### config.mk
export PLATFORM = sky130hd
export DESIGN_NAME = servo_target_frame_parser_top
export DESIGN_NICKNAME = d
export VERILOG_FILES = /design/src/stfp_pkg.sv /design/src/stfp_front.sv /design/src/stfp_queue.sv /design/src/stfp_back.sv /design/src/servo_target_frame_parser_top.sv
export SDC_FILE = /design/constraint.sdc
export NUM_CORES = 1
export LEC_CHECK = 0
export BUFFER_PORTS_ARGS = -buffer_cell sky130_fd_sc_hd__buf_4
export CORE_MARGIN = 5
export CORE_UTILIZATION = 55
export CTS_CLUSTER_DIAMETER = 200
export DETAILED_ROUTE_END_ITERATION = 12
export GPL_TIMING_DRIVEN = 0
export PLACE_DENSITY = 0.74
export SETUP_SLACK_MARGIN = 0.05
export SLEW_MARGIN = 20
export SYNTH_ARGS = -nofsm -noshare
export SYNTH_HDL_FRONTEND = slang
export SYNTH_HIERARCHICAL = 1
export SYNTH_SLANG_ARGS = --single-unit
export TNS_END_PERCENT = 100
### constraint.sdc
create_clock -name clk -period 10.3 [get_ports clk]
set_input_delay 1.545 -clock clk [delete_from_list [all_inputs] [get_ports clk]]
set_output_delay 1.545 -clock clk [all_outputs]
set_load 0.02 [all_outputs]
### src/stfp_pkg.sv
package stfp_pkg;

  localparam int MAX_TOKEN_CHARS = 14;
  localparam int NUM_VALUES      = 5;

  localparam int NUM_OUT   = 5;
  localparam int OUT_W     = 15;
  localparam int MAG_W     = 17;
  localparam int QDEPTH    = 2;

  localparam logic [OUT_W-1:0] FULL_SCALE = 15'd18000;
  localparam logic [MAG_W-1:0] MAG_MAX    = 17'd131071;

  localparam logic [7:0] CH_START = 8'h24;
  localparam logic [7:0] CH_END   = 8'h2A;
  localparam logic [7:0] CH_SEP   = 8'h2C;
  localparam logic [7:0] CH_MINUS = 8'h2D;
  localparam logic [7:0] CH_POINT = 8'h2E;
  localparam logic [7:0] CH_ZERO  = 8'h30;
  localparam logic [7:0] CH_NINE  = 8'h39;

  typedef enum logic [2:0] {
    CLS_START,
    CLS_END,
    CLS_SEP,
    CLS_MINUS,
    CLS_POINT,
    CLS_DIGIT,
    CLS_OTHER
  } cls_t;

  typedef struct packed {
    cls_t       cls;
    logic [3:0] digit;
  } item_t;

endpackage

### src/stfp_front.sv
module stfp_front (
  input  logic                 in_valid,
  input  logic [7:0]           in_rx_byte,
  output logic                 push,
  output stfp_pkg::item_t      item
);

  stfp_pkg::cls_t cls;
  logic [7:0]     diff;

  always_comb begin
    diff = in_rx_byte - stfp_pkg::CH_ZERO;
    priority if (in_rx_byte == stfp_pkg::CH_START) begin
      cls = stfp_pkg::CLS_START;
    end else if (in_rx_byte == stfp_pkg::CH_END) begin
      cls = stfp_pkg::CLS_END;
    end else if (in_rx_byte == stfp_pkg::CH_SEP) begin
      cls = stfp_pkg::CLS_SEP;
    end else if (in_rx_byte == stfp_pkg::CH_MINUS) begin
      cls = stfp_pkg::CLS_MINUS;
    end else if (in_rx_byte == stfp_pkg::CH_POINT) begin
      cls = stfp_pkg::CLS_POINT;
    end else if (in_rx_byte >= stfp_pkg::CH_ZERO && in_rx_byte <= stfp_pkg::CH_NINE) begin
      cls = stfp_pkg::CLS_DIGIT;
    end else begin
      cls = stfp_pkg::CLS_OTHER;
    end
  end

  assign item.cls   = cls;
  assign item.digit = diff[3:0];
  // bytes that never affect the parse are dropped here
  assign push = in_valid && (cls != stfp_pkg::CLS_OTHER);

endmodule

### src/stfp_queue.sv
module stfp_queue (
  input  logic            clk,
  input  logic            rst_n,
  input  logic            push,
  input  stfp_pkg::item_t push_item,
  output logic            full,
  output logic            head_valid,
  output stfp_pkg::item_t head_item,
  input  logic            pop
);

  localparam int PW = (stfp_pkg::QDEPTH > 1) ? $clog2(stfp_pkg::QDEPTH) : 1;
  localparam int CW = $clog2(stfp_pkg::QDEPTH + 1);

  stfp_pkg::item_t mem_r [stfp_pkg::QDEPTH];
  logic [PW-1:0]   wr_ptr_r, wr_ptr_nxt;
  logic [PW-1:0]   rd_ptr_r, rd_ptr_nxt;
  logic [CW-1:0]   cnt_r, cnt_nxt;
  logic            do_push, do_pop;

  assign full       = (cnt_r == CW'(stfp_pkg::QDEPTH));
  assign head_valid = (cnt_r != '0);
  assign head_item  = mem_r[rd_ptr_r];
  assign do_push    = push && !full;
  assign do_pop     = pop && head_valid;

  always_comb begin
    wr_ptr_nxt = wr_ptr_r;
    rd_ptr_nxt = rd_ptr_r;
    cnt_nxt    = cnt_r;
    if (do_push) begin
      wr_ptr_nxt = (wr_ptr_r == PW'(stfp_pkg::QDEPTH - 1)) ? '0 : wr_ptr_r + 1'b1;
    end
    if (do_pop) begin
      rd_ptr_nxt = (rd_ptr_r == PW'(stfp_pkg::QDEPTH - 1)) ? '0 : rd_ptr_r + 1'b1;
    end
    if (do_push && !do_pop) begin
      cnt_nxt = cnt_r + 1'b1;
    end else if (do_pop && !do_push) begin
      cnt_nxt = cnt_r - 1'b1;
    end
  end

  always_ff @(posedge clk) begin
    if (!rst_n) begin
      wr_ptr_r <= '0;
      rd_ptr_r <= '0;
      cnt_r    <= '0;
    end else begin
      wr_ptr_r <= wr_ptr_nxt;
      rd_ptr_r <= rd_ptr_nxt;
      cnt_r    <= cnt_nxt;
    end
  end

  always_ff @(posedge clk) begin
    if (do_push) begin
      mem_r[wr_ptr_r] <= push_item;
    end
  end

endmodule

### src/stfp_back.sv
module stfp_back #(
  parameter int MAX_TOKEN_CHARS = stfp_pkg::MAX_TOKEN_CHARS,
  parameter int NUM_VALUES      = stfp_pkg::NUM_VALUES
) (
  input  logic                       clk,
  input  logic                       rst_n,
  input  logic                       head_valid,
  input  stfp_pkg::item_t            head_item,
  output logic                       pop,
  output logic                       out_valid,
  input  logic                       out_stall,
  output logic [stfp_pkg::OUT_W-1:0] out_target_a,
  output logic [stfp_pkg::OUT_W-1:0] out_target_b,
  output logic [stfp_pkg::OUT_W-1:0] out_target_c,
  output logic [stfp_pkg::OUT_W-1:0] out_target_d,
  output logic [stfp_pkg::OUT_W-1:0] out_target_e
);

  localparam int TCW   = $clog2(MAX_TOKEN_CHARS + 1);
  localparam int VCW   = $clog2(NUM_VALUES + 1);
  localparam int IW    = (NUM_VALUES > 1) ? $clog2(NUM_VALUES) : 1;
  localparam int MAG_W = stfp_pkg::MAG_W;
  localparam int OUT_W = stfp_pkg::OUT_W;
  localparam int SUM_W = MAG_W + 5;

  logic             in_frame_r, in_frame_nxt;
  logic [VCW-1:0]   value_count_r, value_count_nxt;
  logic [TCW-1:0]   token_chars_r, token_chars_nxt;
  logic             token_negative_r, token_negative_nxt;
  logic             token_point_seen_r, token_point_seen_nxt;
  logic             token_stopped_r, token_stopped_nxt;
  logic [1:0]       token_frac_digits_r, token_frac_digits_nxt;
  logic [MAG_W-1:0] token_magnitude_r, token_magnitude_nxt;
  logic [OUT_W-1:0] held_r [NUM_VALUES];

  logic             out_valid_r;
  logic [OUT_W-1:0] tgt_r [stfp_pkg::NUM_OUT];

  logic             step;
  logic             store;
  logic [OUT_W-1:0] store_val;
  logic             emit;
  logic [SUM_W-1:0] sum;
  logic [OUT_W-1:0] eff [stfp_pkg::NUM_OUT];

  assign pop  = head_valid && (!out_valid_r || !out_stall);
  assign step = pop;

  // value of the open token as it would be stored
  always_comb begin
    if (token_negative_r) begin
      store_val = '0;
    end else if (token_magnitude_r > MAG_W'(stfp_pkg::FULL_SCALE)) begin
      store_val = stfp_pkg::FULL_SCALE;
    end else begin
      store_val = token_magnitude_r[OUT_W-1:0];
    end
  end

  // digit accumulate: times ten plus d*100 before the point, d*10 or d after
  always_comb begin
    if (!token_point_seen_r) begin
      sum = (SUM_W'(token_magnitude_r) << 3) + (SUM_W'(token_magnitude_r) << 1)
            + (SUM_W'(head_item.digit) * SUM_W'(100));
    end else if (token_frac_digits_r == 2'd0) begin
      sum = SUM_W'(token_magnitude_r) + (SUM_W'(head_item.digit) * SUM_W'(10));
    end else begin
      sum = SUM_W'(token_magnitude_r) + SUM_W'(head_item.digit);
    end
  end

  always_comb begin
    in_frame_nxt          = in_frame_r;
    value_count_nxt       = value_count_r;
    token_chars_nxt       = token_chars_r;
    token_negative_nxt    = token_negative_r;
    token_point_seen_nxt  = token_point_seen_r;
    token_stopped_nxt     = token_stopped_r;
    token_frac_digits_nxt = token_frac_digits_r;
    token_magnitude_nxt   = token_magnitude_r;
    store                 = 1'b0;
    emit                  = 1'b0;

    if (step && (head_item.cls == stfp_pkg::CLS_START || in_frame_r)) begin
      unique case (head_item.cls)
        stfp_pkg::CLS_START: begin
          in_frame_nxt          = 1'b1;
          value_count_nxt       = '0;
          token_chars_nxt       = '0;
          token_negative_nxt    = 1'b0;
          token_point_seen_nxt  = 1'b0;
          token_stopped_nxt     = 1'b0;
          token_frac_digits_nxt = '0;
          token_magnitude_nxt   = '0;
        end
        stfp_pkg::CLS_END, stfp_pkg::CLS_SEP: begin
          store = (token_chars_r != '0) && (value_count_r < VCW'(NUM_VALUES));
          if (store) begin
            value_count_nxt = value_count_r + 1'b1;
          end
          if (store || head_item.cls == stfp_pkg::CLS_END) begin
            token_chars_nxt       = '0;
            token_negative_nxt    = 1'b0;
            token_point_seen_nxt  = 1'b0;
            token_stopped_nxt     = 1'b0;
            token_frac_digits_nxt = '0;
            token_magnitude_nxt   = '0;
          end
          if (head_item.cls == stfp_pkg::CLS_END) begin
            emit            = (value_count_r + VCW'(store)) == VCW'(NUM_VALUES);
            in_frame_nxt    = 1'b0;
            value_count_nxt = '0;
          end
        end
        stfp_pkg::CLS_MINUS, stfp_pkg::CLS_POINT, stfp_pkg::CLS_DIGIT: begin
          if (token_chars_r < TCW'(MAX_TOKEN_CHARS)) begin
            token_chars_nxt = token_chars_r + 1'b1;
            if (!token_stopped_r) begin
              if (head_item.cls == stfp_pkg::CLS_MINUS) begin
                if (token_chars_r == '0) begin
                  token_negative_nxt = 1'b1;
                end else begin
                  token_stopped_nxt = 1'b1;
                end
              end else if (head_item.cls == stfp_pkg::CLS_POINT) begin
                if (token_point_seen_r) begin
                  token_stopped_nxt = 1'b1;
                end else begin
                  token_point_seen_nxt = 1'b1;
                end
              end else if (!token_point_seen_r || token_frac_digits_r != 2'd2) begin
                token_magnitude_nxt = (sum > SUM_W'(stfp_pkg::MAG_MAX)) ?
                                      stfp_pkg::MAG_MAX : sum[MAG_W-1:0];
                if (token_point_seen_r) begin
                  token_frac_digits_nxt = token_frac_digits_r + 1'b1;
                end
              end
            end
          end
        end
        default: begin
        end
      endcase
    end
  end

  // held values with the one stored by this very '*' bypassed in
  for (genvar j = 0; j < stfp_pkg::NUM_OUT; j++) begin : g_eff
    if (j < NUM_VALUES) begin : g_held
      assign eff[j] = (store && value_count_r == VCW'(j)) ? store_val : held_r[j];
    end else begin : g_zero
      assign eff[j] = '0;
    end
  end

  always_ff @(posedge clk) begin
    if (!rst_n) begin
      in_frame_r          <= 1'b0;
      value_count_r       <= '0;
      token_chars_r       <= '0;
      token_negative_r    <= 1'b0;
      token_point_seen_r  <= 1'b0;
      token_stopped_r     <= 1'b0;
      token_frac_digits_r <= '0;
      token_magnitude_r   <= '0;
      out_valid_r         <= 1'b0;
    end else begin
      in_frame_r          <= in_frame_nxt;
      value_count_r       <= value_count_nxt;
      token_chars_r       <= token_chars_nxt;
      token_negative_r    <= token_negative_nxt;
      token_point_seen_r  <= token_point_seen_nxt;
      token_stopped_r     <= token_stopped_nxt;
      token_frac_digits_r <= token_frac_digits_nxt;
      token_magnitude_r   <= token_magnitude_nxt;
      if (emit) begin
        out_valid_r <= 1'b1;
      end else if (!out_stall) begin
        out_valid_r <= 1'b0;
      end
    end
  end

  always_ff @(posedge clk) begin
    if (store) begin
      held_r[value_count_r[IW-1:0]] <= store_val;
    end
    if (emit) begin
      tgt_r[0] <= eff[0];
      tgt_r[1] <= eff[1];
      tgt_r[2] <= eff[2];
      tgt_r[3] <= stfp_pkg::FULL_SCALE - eff[3];
      tgt_r[4] <= stfp_pkg::FULL_SCALE - eff[4];
    end
  end

  assign out_valid    = out_valid_r;
  assign out_target_a = tgt_r[0];
  assign out_target_b = tgt_r[1];
  assign out_target_c = tgt_r[2];
  assign out_target_d = tgt_r[3];
  assign out_target_e = tgt_r[4];

  a_count_range: assert property (@(posedge clk) disable iff (!rst_n)
    value_count_r <= VCW'(NUM_VALUES))
    else $error("value count past limit");

  a_chars_range: assert property (@(posedge clk) disable iff (!rst_n)
    token_chars_r <= TCW'(MAX_TOKEN_CHARS))
    else $error("token length past limit");

  a_idle_clean: assert property (@(posedge clk) disable iff (!rst_n)
    !in_frame_r |-> (value_count_r == '0 && token_chars_r == '0))
    else $error("token or count left over outside a frame");

  a_frac_point: assert property (@(posedge clk) disable iff (!rst_n)
    (token_frac_digits_r != 2'd0) |-> token_point_seen_r)
    else $error("fraction digits without a point");

  a_emit_holds: assert property (@(posedge clk) disable iff (!rst_n)
    (out_valid_r && out_stall) |-> !pop)
    else $error("parser advanced over a pending result");

endmodule

### src/servo_target_frame_parser_top.sv
// Servo target frame parser: takes one received byte per transaction and
// parses frames "$v,v,v,v,v*" into five servo targets in hundredths of a
// degree (0..18000), the fourth and fifth mirrored as 18000 minus the value.
// A transaction is accepted every clock cycle while in_stall is low; the
// rate is set by the per-byte token update in the parse stage. A
// classifier feeds a two-entry queue ahead of the parse stage, and the
// result sits in an output register, so bytes keep flowing while a
// result waits to be taken; in_stall rises only once the queue has
// filled behind a stalled result. A frame's result is registered onto
// out_valid once its '*' byte has passed through the queue and been
// taken by the parse stage, which a waiting result can hold. Bytes other
// than '$', '*', ',', digits, '.' and '-' are discarded at the input.
module servo_target_frame_parser_top #(
  parameter int MAX_TOKEN_CHARS = stfp_pkg::MAX_TOKEN_CHARS,
  parameter int NUM_VALUES      = stfp_pkg::NUM_VALUES
) (
  input  logic                       clk,
  input  logic                       rst_n,
  input  logic                       in_valid,
  output logic                       in_stall,
  input  logic [7:0]                 in_rx_byte,
  output logic                       out_valid,
  input  logic                       out_stall,
  output logic [stfp_pkg::OUT_W-1:0] out_target_a,
  output logic [stfp_pkg::OUT_W-1:0] out_target_b,
  output logic [stfp_pkg::OUT_W-1:0] out_target_c,
  output logic [stfp_pkg::OUT_W-1:0] out_target_d,
  output logic [stfp_pkg::OUT_W-1:0] out_target_e
);

  logic            push;
  stfp_pkg::item_t push_item;
  logic            q_full;
  logic            head_valid;
  stfp_pkg::item_t head_item;
  logic            pop;

  assign in_stall = q_full;

  stfp_front u_front (
    .in_valid   (in_valid),
    .in_rx_byte (in_rx_byte),
    .push       (push),
    .item       (push_item)
  );

  stfp_queue u_queue (
    .clk        (clk),
    .rst_n      (rst_n),
    .push       (push),
    .push_item  (push_item),
    .full       (q_full),
    .head_valid (head_valid),
    .head_item  (head_item),
    .pop        (pop)
  );

  stfp_back #(
    .MAX_TOKEN_CHARS (MAX_TOKEN_CHARS),
    .NUM_VALUES      (NUM_VALUES)
  ) u_back (
    .clk          (clk),
    .rst_n        (rst_n),
    .head_valid   (head_valid),
    .head_item    (head_item),
    .pop          (pop),
    .out_valid    (out_valid),
    .out_stall    (out_stall),
    .out_target_a (out_target_a),
    .out_target_b (out_target_b),
    .out_target_c (out_target_c),
    .out_target_d (out_target_d),
    .out_target_e (out_target_e)
  );

endmodule
# Yosys cells after proc, flatten, opt, wreduce, memory -nomap -nowiden

Memories as Yosys holds them, arrays and structs flattened. A register that Yosys moved wholly into a read port is not among the register bits.
Cells that the tools add are included.

Register bits: 35
Bits in writable memories: 164
Input bits: 12
Output and inout bits: 77
Logic and storage cells: 187
Memories: 3

Memory list:

| name          | depth | bits a word | rd ports | clocked after memory_dff | wr ports | RTL line         | source |
|---|---|---|---|---|---|---|---|
| u_back.held_r | 5     | 15          | 5        | 0                        | 1        | stfp_back.sv:34  | `logic [OUT_W-1:0] held_r [NUM_VALUES];` |
| u_back.tgt_r  | 5     | 15          | 5        | 0                        | 5        | stfp_back.sv:37  | `logic [OUT_W-1:0] tgt_r [stfp_pkg::NUM_OUT];` |
| u_queue.mem_r | 2     | 7           | 1        | 1                        | 1        | stfp_queue.sv:15 | `stfp_pkg::item_t mem_r [stfp_pkg::QDEPTH];` |

Add/subtract/negate cells: 15
Multiply operators: 2
Magnitude comparators: 6
Eq/ne operators: 31
Multiplexer cells: 76
Reductions and logical operators: 42

Operators by type and width:

| kind                                                                               | number |
|---|---|
| 17-bit 2-to-1 mux                                                                  | 7 |
| 15-bit 2-to-1 mux                                                                  | 7 |
| 17-bit one-hot mux with 3 select lines                                             | 1 |
| 22-bit 2-to-1 mux                                                                  | 2 |
| 8-bit by 6-bit == test with 1-bit output (second input constant)                   | 5 |
| 1-bit 2-to-1 mux                                                                   | 33 |
| 15-bit subtractor (first input constant)                                           | 2 |
| 22-bit by 11-bit adder with 22-bit output                                          | 1 |
| 22-bit by 17-bit greater-than comparator with 1-bit output (second input constant) | 1 |
| 20-bit by 18-bit adder with 21-bit output                                          | 1 |
| 3-bit 2-to-1 mux                                                                   | 7 |
| 2-bit 2-to-1 mux                                                                   | 10 |
| 17-bit by 4-bit adder with 18-bit output                                           | 1 |
| 17-bit by 8-bit adder with 18-bit output                                           | 1 |
| 2-bit by 1-bit inequality test with 1-bit output (second input constant)           | 9 |
| 17-bit by 15-bit greater-than comparator with 1-bit output (second input constant) | 1 |
| 1-bit logical AND                                                                  | 14 |
| 7-bit AND reduction                                                                | 2 |
| 3-bit by 2-bit == test with 1-bit output (second input constant)                   | 4 |
| 3-bit == test (second input constant)                                              | 4 |
| 4-bit one-hot mux with 3 select lines                                              | 1 |
| 4-bit by 5-bit multiplier with 9-bit output (second input constant)                | 1 |
| 1-bit one-hot mux with 3 select lines                                              | 3 |
| 9-bit AND reduction                                                                | 1 |
| other kinds (34)                                                                   | 53 |

# Longest topological paths before layout

Depth in word-level cells: 15
Depth in mapped cells: 19
Mapped depth without buffers: 17

# By module

Netlist, hierarchy kept.

By module, submodules not included:

| module     | instances | cells each | area an instance (µm²) | sequential area each (µm²) |
|---|---|---|---|---|
| stfp_back  | 1         | 1048       | 10553.9                | 5124.9 |
| stfp_queue | 1         | 47         | 740.7                  | 520.5 |
| stfp_front | 1         | 26         | 190.2                  | 0.0 |

# Worst setup path before layout

No wires, ideal clock.

Kind: input port to flip-flop
Start: input out_stall
End: memory u_back.tgt_r[0][0], enable pin
Library setup time: 618 ps
Arrival: 7555 ps
Required time: 9682 ps
Slack: 2127 ps
Stages: 5
Buffers on the path: 0
Cell sequence: nand2_1 nand2_1 inv_1 nor3b_2 nor3b_1

RTL lines:

| what               | RTL line                            | source |
|---|---|---|
| start: declaration | servo_target_frame_parser_top.sv:23 | `input logic out_stall,` |
| end: declaration   | stfp_back.sv:37                     |  |

==> flow_metrics.py <==
metrics = {
    "sta": {
        "finalClockSkew_ns": 0.0128,
        "tns_ns": 0,
        "fin_ws_ns": 4.58,
        "rsz0062_at_grt": "no",
        "fin_hold_ws_ns": 0.480,
        "relSlewSlack_pct": 33.5,
        "worst_pin_slew_ns": 0.987,
        "setup_viol": 0,
        "finalHoldViolations": 0,
        "finalCritPeriodShare_pct": 55.5,
        "slew_violations": 0,
        "max_freq_mhz": 175,
        "post-route-min-period_ns": 5.72,
    },
    "floorplan": {
        "dieArea_mm2": 0.0239,
        "rows": 52,
        "die_w_um": 155,
        "initial_utilization_pct": 56.2,
        "ios": 89,
        "core-area_mm2": 0.0204,
        "die_h_um": 155,
    },
    "setup_path": {
        "crit_type": "in2reg",
        "crit_buf_inv": 3,
        "critPathLaunchType": "primary input",
        "end_kind": "flop",
        "crit_path_frequent_cell": "nand2_1",
        "cp_slowest_cell": "nor2_2",
        "crit_required_ns": 10.47,
        "cp_cell_sequence": "buf_4 -> nand2_1 -> nand2_1 -> inv_1 -> nor3b_2 -> nand2_1 -> nor2_2 -> nand2_1 -> clkbuf_1 -> a21oi_1 -> ha_1 -> nand2_1 -> a211oi_1 -> a311oi_1 -> o21ai_1 -> nand3b_1 -> xor2_1 -> mux2i_1",
        "r2r_slack_ns": 5.05,
        "crit_family": "simple AND/OR/NAND/NOR gates",
        "critPathMaxFanout": 16,
        "cp_slowest_stage_delay_ns": 0.65,
        "cp.arrival_ns": 5.89,
    },
    "placed_design": {
        "port_buffers": 88,
        "dp_hpwl_um": 20700,
        "dpl_worst_slack_ns": 4.23,
        "gp_congestion": 0.963,
    },
    "clock_tree": {
        "cts_resized": 0,
        "clkTransAtPathRegs_ns": 0.08,
        "htreeDepth": 4,
        "clk_path_buf_depth": 2,
        "clk_latency_ns": 0.44,
        "cts_hold_buf": 0,
        "post-cts-setup-buffers": 0,
        "cts_made_buffers": 17,
        "cts.sinks": 200,
        "cts_tree": "built",
        "clockRootBuffer": "clkbuf_16",
    },
    "yosys": {
        "syn_nets": 1201,
        "syn-cell-area_mm2": 0.0115,
        "synth_area_leaders": "edfxtp_1 43%, ha_1 6.8%, dfxtp_1 6.3%",
        "ys_types": 87,
        "ys_seq_area_share_pct": 49.2,
        "synthFlopType": "edfxtp_1",
        "netlist_instances": 1121,
        "synth_top_area_cell": "edfxtp_1",
        "synth-seq-cells": 200,
        "synth.top_cell.area_share_pct": 42.9,
        "synth_edf_count": 164,
        "synth-async-reset-ratio_pct": 0,
        "yosysWarnings": 6,
        "synth_area_per_cell_um2": 10.2,
    },
    "run_status": {
        "status": "complete, no violations",
    },
    "global_routing": {
        "antenna_found_initial": 0,
        "grt_max_degree": 21,
        "grt_usage_pct": 22.6,
        "grt_pass1_vias": 8461,
        "overflow": 0,
        "grt_pass1_wl_um": 43600,
    },
    "routing": {
        "vias": 9060,
        "avgRoutedWirePerCell_um": 18.0,
        "first_pass_iters": 6,
        "ant_nets": 0,
        "drt_iter0_markers": 917,
        "drc": 0,
        "detail_route.vias_per_cell": 5.95,
        "drt_wl_total_um": 27400,
    },
    "layout": {
        "nNetsFinal": 1319,
        "postLayoutCoreUtil_pct": 64.6,
        "syn_to_final_growth_pct": 14.9,
        "multi_input_area_mm2": 0.00543,
        "diodes": 0,
        "regArea_mm2": 0.00565,
        "drive_gt1_share_pct": 14.7,
        "fillers": 1634,
    },
    "pwr": {
        "leakage_uw": 0.00512,
        "p_per_area_mw_per_mm2": 119,
        "total_power_uw": 1570,
        "max-vdd-ir-drop_uv": 148,
    },
    "job": {
        "drv_cap": 0,
    },
    "worst_hold_path": {
        "holdCritPathClass": "reg2reg",
    },
}
==> flip-flops by register name, indices dropped and copies added, names as in the netlist, 2 cells and up, named ones only <==
register                    cells
u_back/value_count_r            3
u_back/held_r                  75
u_back/token_chars_r            4
u_queue/cnt_r                   2
u_back/token_frac_digits_r      2
u_back/token_magnitude_r       17
u_back/tgt_r                   75
u_queue/mem_r                  14
==> report_power, final <==
part / internal [uW] / switching (uW)
Clock: 349 / 324
Combinational: 14.8 / 19.9
Sequential: 863 / 0.670
==> layout by cell type, fill, tap and decap left out, types with 18 or more instances in the layout <==
| cell type | n |
|---|---|
| nand2_1 | 123 |
| xor2_1 | 20 |
| inv_1 | 54 |
| dfxtp_1 | 36 |
| a21oi_1 | 80 |
| ha_1 | 62 |
| nor2_1 | 79 |
| clkbuf_1 | 36 |
| nand3_1 | 27 |
| nor3_1 | 18 |
| o21ai_0 | 96 |
| edfxtp_1 | 164 |
| xnor2_1 | 48 |
| buf_4 | 102 |
==> synth_stat cells, types with 4 or more instances <==
library cell / instances
nand3_1: 27
buf_4: 5
nor2_1: 82
dfxtp_1: 36
o21ai_0: 96
buf_2: 5
o21a_1: 9
mux2i_1: 17
a21o_1: 16
inv_1: 54
xor2_1: 20
o21bai_1: 5
fa_1: 6
and3_1: 14
a21oi_1: 80
ha_1: 62
nor3b_1: 5
o21ai_1: 4
a31oi_1: 9
or2_2: 5
nand4_1: 10
o22ai_1: 11
or3_1: 6
and2_1: 8
nand3b_1: 4
o211ai_1: 7
o31ai_1: 4
nor2b_1: 9
xnor2_1: 48
nor3_1: 18
mux2_2: 12
nand2_1: 123
nor4_1: 10
clkbuf_1: 36
edfxtp_1: 164
a211oi_1: 6
nand2b_1: 10
o2bb2ai_1: 4
==> tightest hold or removal path: cells and delay by family (launching register included) <==
family / cells / cell delay [ns]
DFF: 1 / 0.33
and+or+nand+nor: 1 / 0.07
AOI/OAI and AO/OA: 1 / 0.04
==> cells by family (layout without fill, tap and decap cells) <==
logic type,count (synthesis),in the layout,synth area share [%]
multiplexers,31,31,2.88
adder cells (fa/ha/maj),68,68,7.80
flip-flops,200,200,49.2
AO/OA/AOI/OAI,295,295,16.0
XOR/XNOR,68,68,5.19
AND/OR/NAND/NOR,352,352,15.2
buffers and inverters,107,238,3.78
==> final cells by class <==
type	count	share of cell area, %
flip-flops and latches	200	42.8
multi-input cells	814	41.2
repair buffers	99	5.60
clock buffers	17	3.22
well taps	270	2.56
plain buffers	50	1.67
inverters	57	1.62
clock inverters	15	1.37
==> worst paths after layout <==
check,startpoint,to,cells past startpoint
worst max-delay path,out_stall,u_back/tgt_r[0][74],18
worst min-delay path,u_back/token_stopped_r,u_back/token_stopped_r,2
worst max register to register,flop,u_back/tgt_r[0][74],18
worst min register to register,u_back/token_stopped_r,u_back/token_stopped_r,2
==> metal layers <==
metal / GRT usage [%] / part of all wire (%) / wire (um)
met1: 29.8 / 43 / 11800
met5: 0 / 0 / 0
met2: 37.2 / 47 / 12800
met4: 7.40 / 2.9 / 799
met3: 5.00 / 7.1 / 1950
==> through the flow <==
step / instance area, um^2 / instances
2_1_floorplan: 11500 / 1121
5_1_grt: 13200 / 1522
3_3_place_gp: 12500 / 1479
6_report: 13200 / 1522
4_1_cts: 13200 / 1522
3_5_place_dp: 12600 / 1490
Note: power is estimated with default switching activity, not from simulation.
